File: config.mk
export PLATFORM = sky130hd
export DESIGN_NAME = escaped_frame_decoder_unit_flat
export DESIGN_NICKNAME = d
export VERILOG_FILES = /design/src/hw/rtl/efd_pkg.sv /design/src/hw/rtl/efd_if.sv /design/src/hw/rtl/escaped_frame_decoder_unit.sv /design/src/flat_wrapper.sv
export SDC_FILE = /design/constraint.sdc
export NUM_CORES = 1
export LEC_CHECK = 0
export BUFFER_PORTS_ARGS = -buffer_cell sky130_fd_sc_hd__buf_4
export CAP_MARGIN = 20
export CORE_ASPECT_RATIO = 0.7
export CORE_MARGIN = 1
export CORE_UTILIZATION = 33
export CTS_CLUSTER_DIAMETER = 200
export CTS_CLUSTER_SIZE = 28
export DETAILED_ROUTE_END_ITERATION = 12
export MAX_ROUTING_LAYER = met4
export PLACE_DENSITY = 0.51
export SYNTH_ARGS = -nofsm -noshare
export SYNTH_HDL_FRONTEND = slang
export SYNTH_SLANG_ARGS = --single-unit
File: constraint.sdc
create_clock -name clk -period 9.6 [get_ports clk]
set_input_delay 2.88 -clock clk [delete_from_list [all_inputs] [get_ports clk]]
set_output_delay 2.88 -clock clk [all_outputs]
set_load 0.02 [all_outputs]
File: src/hw/rtl/efd_pkg.sv
package efd_pkg;

  // Largest frame in decoded bytes: header (sync excluded), payload, checksum
  localparam int MAX_FRAME_BYTES = 64;
  // Counter wide enough for the last in-frame index, MAX_FRAME_BYTES-1
  localparam int CNT_W = $clog2(MAX_FRAME_BYTES);
  // Longest declared length that is still accepted
  localparam logic [8:0] LEN_LIMIT = 9'(MAX_FRAME_BYTES - 4);

  localparam logic [7:0] SYNC_BYTE   = 8'hE0;
  localparam logic [7:0] MARKER_BYTE = 8'hD0;
  localparam logic [7:0] LEN_UNKNOWN = 8'hFF;

  // Decoded byte positions with a meaning of their own
  localparam logic [CNT_W-1:0] IDX_LENGTH  = CNT_W'(2);
  localparam logic [CNT_W-1:0] IDX_COMMAND = CNT_W'(3);

  // Result kinds
  typedef enum logic [1:0] {
    KIND_BYTE = 2'd0,
    KIND_GOOD = 2'd1,
    KIND_BAD  = 2'd2,
    KIND_LONG = 2'd3
  } kind_t;

  // Frame phase, one-hot
  typedef enum logic [2:0] {
    PH_HUNT = 3'b001,
    PH_BODY = 3'b010,
    PH_CSUM = 3'b100
  } phase_t;

endpackage

File: src/hw/rtl/efd_if.sv
// Raw serial byte channel
interface efd_raw_if;
  logic       valid;
  logic       ready;
  logic [7:0] raw_byte;

  modport source (output valid, output raw_byte, input ready);
  modport sink (input valid, input raw_byte, output ready);
endinterface

// Decoded result channel
interface efd_res_if;
  logic       valid;
  logic       ready;
  logic [1:0] kind;
  logic [7:0] frame_byte;
  logic [5:0] byte_index;
  logic [7:0] command;
  logic       frame_end;

  modport source (output valid, output kind, output frame_byte, output byte_index,
                  output command, output frame_end, input ready);
  modport sink (input valid, input kind, input frame_byte, input byte_index,
                input command, input frame_end, output ready);
endinterface

File: src/hw/rtl/escaped_frame_decoder_unit.sv
// Channel  Dir  Payload                                         Handshake
// raw      in   raw_byte[7:0]                                   valid/ready
// res      out  kind[1:0] frame_byte[7:0] byte_index[5:0]       valid/ready
//               command[7:0] frame_end
//
// One raw byte is taken per cycle while res is empty or taken; its result, if any, is shown in the next cycle.
// The per-byte decode is a single stage between the frame state and the
// result register, so throughput is one item per clock while res is taken.
// rst (synchronous) returns the decoder to sync hunting and empties the result.
// A stalled result holds; raw stays ready when the result register will free.
module escaped_frame_decoder_unit
  import efd_pkg::*;
(
  input  logic      clk,
  input  logic      rst,
  efd_raw_if.sink   raw,
  efd_res_if.source res
);

  // Frame state
  phase_t           phase, phase_next;
  logic             esc, esc_next;
  logic [CNT_W-1:0] count, count_next;
  logic [7:0]       length, length_next;
  logic [7:0]       sum, sum_next;
  logic [7:0]       cmd, cmd_next;

  // Result register
  logic             res_valid;
  kind_t            res_kind, kind_next;
  logic [7:0]       res_byte, byte_next;
  logic [5:0]       res_index, index_next;
  logic [7:0]       res_cmd, cmd_out_next;
  logic             res_end, end_next;
  logic             emit;

  logic             take;
  logic [7:0]       b;
  logic [7:0]       v;
  logic [8:0]       count_inc;
  logic [7:0]       len_new;

  assign b    = raw.raw_byte;
  assign take = raw.valid && raw.ready;
  assign raw.ready = !res_valid || res.ready;

  // Per-byte decode
  always_comb begin
    phase_next   = phase;
    esc_next     = esc;
    count_next   = count;
    length_next  = length;
    sum_next     = sum;
    cmd_next     = cmd;
    emit         = 1'b0;
    kind_next    = KIND_BYTE;
    byte_next    = 8'h00;
    index_next   = 6'(count);
    cmd_out_next = 8'h00;
    end_next     = 1'b0;
    v            = esc ? (b + 8'd1) : b;
    count_inc    = 9'(count) + 9'd1;
    len_new      = (count == IDX_LENGTH) ? v : length;

    case (phase)
      PH_BODY, PH_CSUM: begin
        if (!esc && b == MARKER_BYTE) begin
          // marker: dropped, next byte is escaped
          esc_next = 1'b1;
        end else if (phase == PH_CSUM) begin
          // checksum byte closes the frame
          emit         = 1'b1;
          byte_next    = v;
          end_next     = 1'b1;
          kind_next    = (v == sum) ? KIND_GOOD : KIND_BAD;
          cmd_out_next = (v == sum) ? cmd : 8'h00;
          phase_next   = PH_HUNT;
          esc_next     = 1'b0;
          count_next   = '0;
          length_next  = LEN_UNKNOWN;
          sum_next     = 8'h00;
          cmd_next     = 8'h00;
        end else begin
          emit      = 1'b1;
          byte_next = v;
          esc_next  = 1'b0;
          if (count == IDX_LENGTH && {1'b0, v} > LEN_LIMIT) begin
            // declared length too large: abandon the frame
            kind_next   = KIND_LONG;
            end_next    = 1'b1;
            phase_next  = PH_HUNT;
            count_next  = '0;
            length_next = LEN_UNKNOWN;
            sum_next    = 8'h00;
            cmd_next    = 8'h00;
          end else begin
            count_next  = count_inc[CNT_W-1:0];
            sum_next    = sum + v;
            length_next = len_new;
            if (count == IDX_COMMAND) begin
              cmd_next = v;
            end
            if (len_new != LEN_UNKNOWN && count_inc == {1'b0, len_new} + 9'd3) begin
              phase_next = PH_CSUM;
            end
          end
        end
      end
      default: begin
        // hunting for sync; any other byte is dropped
        if (b == SYNC_BYTE) begin
          phase_next  = PH_BODY;
          esc_next    = 1'b0;
          count_next  = '0;
          length_next = LEN_UNKNOWN;
          sum_next    = 8'h00;
          cmd_next    = 8'h00;
        end else begin
          phase_next = PH_HUNT;
        end
      end
    endcase
  end

  // Frame state registers
  always_ff @(posedge clk) begin
    if (rst) begin
      phase  <= PH_HUNT;
      esc    <= 1'b0;
      count  <= '0;
      length <= LEN_UNKNOWN;
      sum    <= 8'h00;
      cmd    <= 8'h00;
    end else if (take) begin
      phase  <= phase_next;
      esc    <= esc_next;
      count  <= count_next;
      length <= length_next;
      sum    <= sum_next;
      cmd    <= cmd_next;
    end
  end

  // Result valid
  always_ff @(posedge clk) begin
    if (rst) begin
      res_valid <= 1'b0;
    end else if (take) begin
      res_valid <= emit;
    end else if (res.ready) begin
      res_valid <= 1'b0;
    end
  end

  // Result payload
  always_ff @(posedge clk) begin
    if (take && emit) begin
      res_kind  <= kind_next;
      res_byte  <= byte_next;
      res_index <= index_next;
      res_cmd   <= cmd_out_next;
      res_end   <= end_next;
    end
  end

  assign res.valid      = res_valid;
  assign res.kind       = res_kind;
  assign res.frame_byte = res_byte;
  assign res.byte_index = res_index;
  assign res.command    = res_cmd;
  assign res.frame_end  = res_end;

endmodule

File: src/flat_wrapper.sv
// flat-port wrapper written by rule: the top's interface ports become plain ports
module escaped_frame_decoder_unit_flat import efd_pkg::*;
  (clk, rst, raw_valid, raw_raw_byte, raw_ready, res_valid, res_kind, res_frame_byte, res_byte_index, res_command, res_frame_end, res_ready);
  efd_raw_if raw_i ();
  efd_res_if res_i ();
  input  logic clk;
  input  logic rst;
  input wire logic [$bits(raw_i.valid)-1:0] raw_valid;
  input wire logic [$bits(raw_i.raw_byte)-1:0] raw_raw_byte;
  output wire logic [$bits(raw_i.ready)-1:0] raw_ready;
  output wire logic [$bits(res_i.valid)-1:0] res_valid;
  output wire logic [$bits(res_i.kind)-1:0] res_kind;
  output wire logic [$bits(res_i.frame_byte)-1:0] res_frame_byte;
  output wire logic [$bits(res_i.byte_index)-1:0] res_byte_index;
  output wire logic [$bits(res_i.command)-1:0] res_command;
  output wire logic [$bits(res_i.frame_end)-1:0] res_frame_end;
  input wire logic [$bits(res_i.ready)-1:0] res_ready;
  assign raw_i.valid = raw_valid;
  assign raw_i.raw_byte = raw_raw_byte;
  assign raw_ready = raw_i.ready;
  assign res_valid = res_i.valid;
  assign res_kind = res_i.kind;
  assign res_frame_byte = res_i.frame_byte;
  assign res_byte_index = res_i.byte_index;
  assign res_command = res_i.command;
  assign res_frame_end = res_i.frame_end;
  assign res_i.ready = res_ready;
  escaped_frame_decoder_unit u_core (.clk(clk), .rst(rst), .raw(raw_i), .res(res_i));
endmodule
Word level (Yosys, flattened, before mapping):

Cells that the tools add are included.

* bits of input ports: 12
* word-level logic and storage cells: 89
* output and inout bits: 27
* register bits after elaboration: 60

* bitwise gates (word level): 3
* equality and inequality tests: 12
* $add $sub $neg: 4
* magnitude comparators: 1
* mux-type cells: 40
* reductions and logical operators: 17

Operators with widths (number)
* two-way mux 8 bit: 17
* two-way mux 6 bit: 5
* == test 8 bit, second input constant: 2
* two-way mux 3 bit: 5
* == test 6 x 2 -> 1 bit, second input constant: 2
* adder 8 x 2 -> 9 bit, second input constant: 1
* == test 9 bit: 1
* two-way mux 1 bit: 9
* adder 8 x 1 -> 8 bit, second input constant: 1
* adder 8 bit: 1
* == test 8 bit: 1
* > comparator 8 x 6 -> 1 bit, second input constant: 1
* two-way mux 2 bit: 4
* inequality test 4 x 1 -> 1 bit, second input constant: 2
* inequality test 8 bit, second input constant: 1
* adder 6 x 1 -> 7 bit, second input constant: 1
* AND reduction 3 bit: 2
* logical AND 1 bit: 5
* AND reduction 4 bit: 1
* nonzero test 2 bit: 2
* OR reduction 2 bit: 2
* OR reduction 4 bit: 1
* == test 3 x 2 -> 1 bit, second input constant: 1
* == test 3 bit, second input constant: 1
* 5 further kinds: 8

Logic depth before layout (Yosys ltp):

* depth in word-level cells: 11
* gate-level depth with buffers: 15
* mapped depth without buffers: 14

Worst setup path before layout:

OpenSTA, ideal clock, no wires.

* path type: input to output
* from: input port res_ready
* to: output port raw_ready
* slack: 3604 ps
* arrival time: 3116 ps
* required time: 6720 ps
* path buffers: 0
* cell stages on the path: 1
* path through: nand2b_1

* word-level cells in the longest chain between the ends: 1

Ends and longest elaborated chain
* start: declaration: RTL line flat_wrapper.sv:17 `input wire logic [$bits(res_i.ready)-1:0] res_ready;`
* logical OR 1 bit: RTL line escaped_frame_decoder_unit.sv:45 `assign raw.ready = !res_valid || res.ready;`
* end: declaration: RTL line flat_wrapper.sv:10 `output wire logic [$bits(raw_i.ready)-1:0] raw_ready;`

Every way passes these cells.

Final worst setup path:

Same ends and word-level chain as after synthesis.

==> run summary <==
Most frequent cells in the layout = buf_4, nor2_1, dfxtp_1
First-pass GRT wire length = 13500 um
Fin Setup TNS = 0 ns
Post-synth ARST share = 0%
Post-synth EDFFs = 25
Crit Path Class = input port to output pin
FMAX = 162 MHz
Total GRT Usage = 16.9%
Layout cell share with drive strength beyond 1 = 19.5%
RSZ-0062 raised after global routing = no
Die width = 124 um
Total power = 0.612 mW
CP bufs+invs = 2
Leak = 1.55 nW
Post-CTS Repair Setup Buffers = 0
Final Slew Violations = 0
Vias per cell = 5.13
Peak supply drop = 0.0836 mV
Placeable Area = 9950 um^2
Clock-pin slew of the registers on the worst-case setup and hold paths = 0.05 ns
Synth cell types = 68
Clock Latency Late Sink = 0.33 ns
# IOs = 39
Min cycle time layout = 6.19 ns
CP dominant cell by count = buf_4
Critical Path RT = 6.72 ns
Status = complete, no violations
Crit-path max cell delay = 0.17 ns
Area leader, netlist = edfxtp_1
# diodes = 0
Setup violators final = 0
TritonCTS clock tree = yes
First DRT Iteration DRCs = 182
Crit-path cells = buf_4, nand2b_1, buf_4
Final GP Congestion = 0.842
Final WL = 8350 um
Crit. End Element = output pin
Num rows = 30
DR WL met2 = 3300 um
CP top delay family = buffers and inverters
Maxcap violations = 0
Worst-margin pin slew = 0.885 ns
Post-synthesis sequential area ratio = 42.0%
Initial antenna violation count = 0
Slew headroom = 40.4%
CTS sink cnt = 60
Top-area cell type share of the netlist area = 21.7%
Top Metal Used = met4
Initial Utilization = 34.7%
CP startpoint kind = input port
Cells after Synth = 362
Yosys warnings = 0
Synthesized area per cell = 9.54 um^2
CP max stage cell = buf_4
CTS Buffer Depth = 2
Most common cell after layout, fill and taps aside = buf_4
Cts bufs inserted = 9
Post-Route M1 WL = 4430 um
Vias = 2735
Final Hold Vio Count = 0
Port bufs = 38
Top cells by area, synth = edfxtp_1, dfxtp_1, a21oi_1, ha_1, nor2_1
Fin nets = 425
Drt drc = 0
Post-synth net total = 387
Die span in y = 87.6 um
Post-synth top flop = dfxtp_1
Vias in the first global route = 2490
# hold bufs at CTS = 0
Post-Syn Area = 3450 um^2
Total grt overflow = 0
PwrDens = 149 nW/um^2
Die area = 10900 um^2
Clock Tree Root = clkbuf_16
CTS H-tree depth = 3
#FFs+latches synth = 60
P&R area growth vs syn = 19.1%
Post-CTS sizing = 0
Crit path DAT = 3.31 ns
Fillers = 975
Clock skew = 0.0127 ns
Post-route ant nets = 0
Wire per inst = 15.7 um
Met3 WL = 510 um
Pin count of the biggest net entering global routing = 26
Fin crit share = 64.4%
First-pass DRT Iterations = 4
Crit Path Max Fanout = 3
Worst hold path type = flip-flop to flip-flop
DP Wirelength = 6240 um
tightest hold or removal path, stage by stage, from the launching register on:
cell and delay (ns):
dfxtp_1 0.30, nand2_1 0.05, a21oi_1 0.05
flip-flops by register name (all words and copies together), names as in the netlist, 2 cells and up:
register and cells:
u_core.cmd 8, u_core.length 8, u_core.res.command 8, u_core.res.frame_byte 8, u_core.sum 8, u_core.count 6, u_core.res.byte_index 6, u_core.phase 3
u_core.res.kind 2
through the flow:
| stage | std cells | utilization, % | setup WS [ns] | hold WS [ns] | cell area [um^2] |
|---|---|---|---|---|---|
| 2_1_floorplan | 362 | - | 3.60 | 0.409 | 3450 |
| 3_3_place_gp | 517 | 38.4 | 3.41 | 0.441 | 3820 |
| 3_5_place_dp | 517 | 38.4 | 3.33 | 0.440 | 3820 |
| 4_1_cts | 533 | 41.3 | 3.41 | 0.447 | 4110 |
| 5_1_grt | 533 | 41.3 | 3.38 | 0.478 | 4110 |
| 6_report | 533 | 41.3 | 3.41 | 0.445 | 4110 |
cell usage after synthesis, types with 6 or more instances:
cell type   n
edfxtp_1   25
or3_1      10
clkbuf_1    6
nor3_1     11
a21oi_1    31
nand2b_1    7
nand2_1    24
nand3_1     6
ha_1       12
nor2_1     37
dfxtp_1    35
xor2_1     14
o21ai_0    16
xnor2_1    13
and2_1      9
inv_1      15
worst paths after layout:
| kind | from | to | slack (ns) | cells past startpoint |
|---|---|---|---|---|
| setup reg to reg | u_core.count[0]$_SDFFE_PP0P_ | u_core.phase[1]$_SDFFE_PP0P_ | 5.90 | 13 |
| setup / recovery | res_ready | raw_ready | 3.41 | 3 |
| hold / removal | u_core.cmd[1]$_SDFFE_PP0P_ | u_core.cmd[1]$_SDFFE_PP0P_ | 0.45 | 2 |
| hold reg to reg | u_core.cmd[1]$_SDFFE_PP0P_ | u_core.cmd[1]$_SDFFE_PP0P_ | 0.45 | 2 |
layout make-up:
type / instances / area [um^2] / area share, %
Clock buffer: 11 / 243 / 5.90
Sequential cell: 60 / 1450 / 35.3
Tap cell: 128 / 160 / 3.89
Clock inverter: 5 / 52.6 / 1.28
Timing Repair Buffer: 41 / 308 / 7.48
Inverter: 16 / 60.1 / 1.46
Multi-Input combinational cell: 272 / 1840 / 44.7
metal layers:
layer	up-vias	GRT usage, %
met5	-	-
met4	0	5.37
met2	60	22.5
li1	1376	-
met1	1288	24.1
met3	11	4.83
report_power, final:
part	total, mW	internal, mW	switching [mW]
registers	0.264	0.264	0.000414
clock network	0.318	0.206	0.112
logic	0.0296	0.0103	0.0193
kinds of logic after synthesis:
| logic type | synth area share [%] |
|---|---|
| AND/OR/NAND/NOR | 20.6 |
| AO/OA/AOI/OAI | 17.9 |
| flip-flops | 42.0 |
| buffers and inverters | 4.85 |
| XOR/XNOR | 7.79 |
| adder cells (fa/ha/maj) | 5.22 |
| multiplexers | 1.56 |
Note: power is estimated with default switching activity, not from simulation.
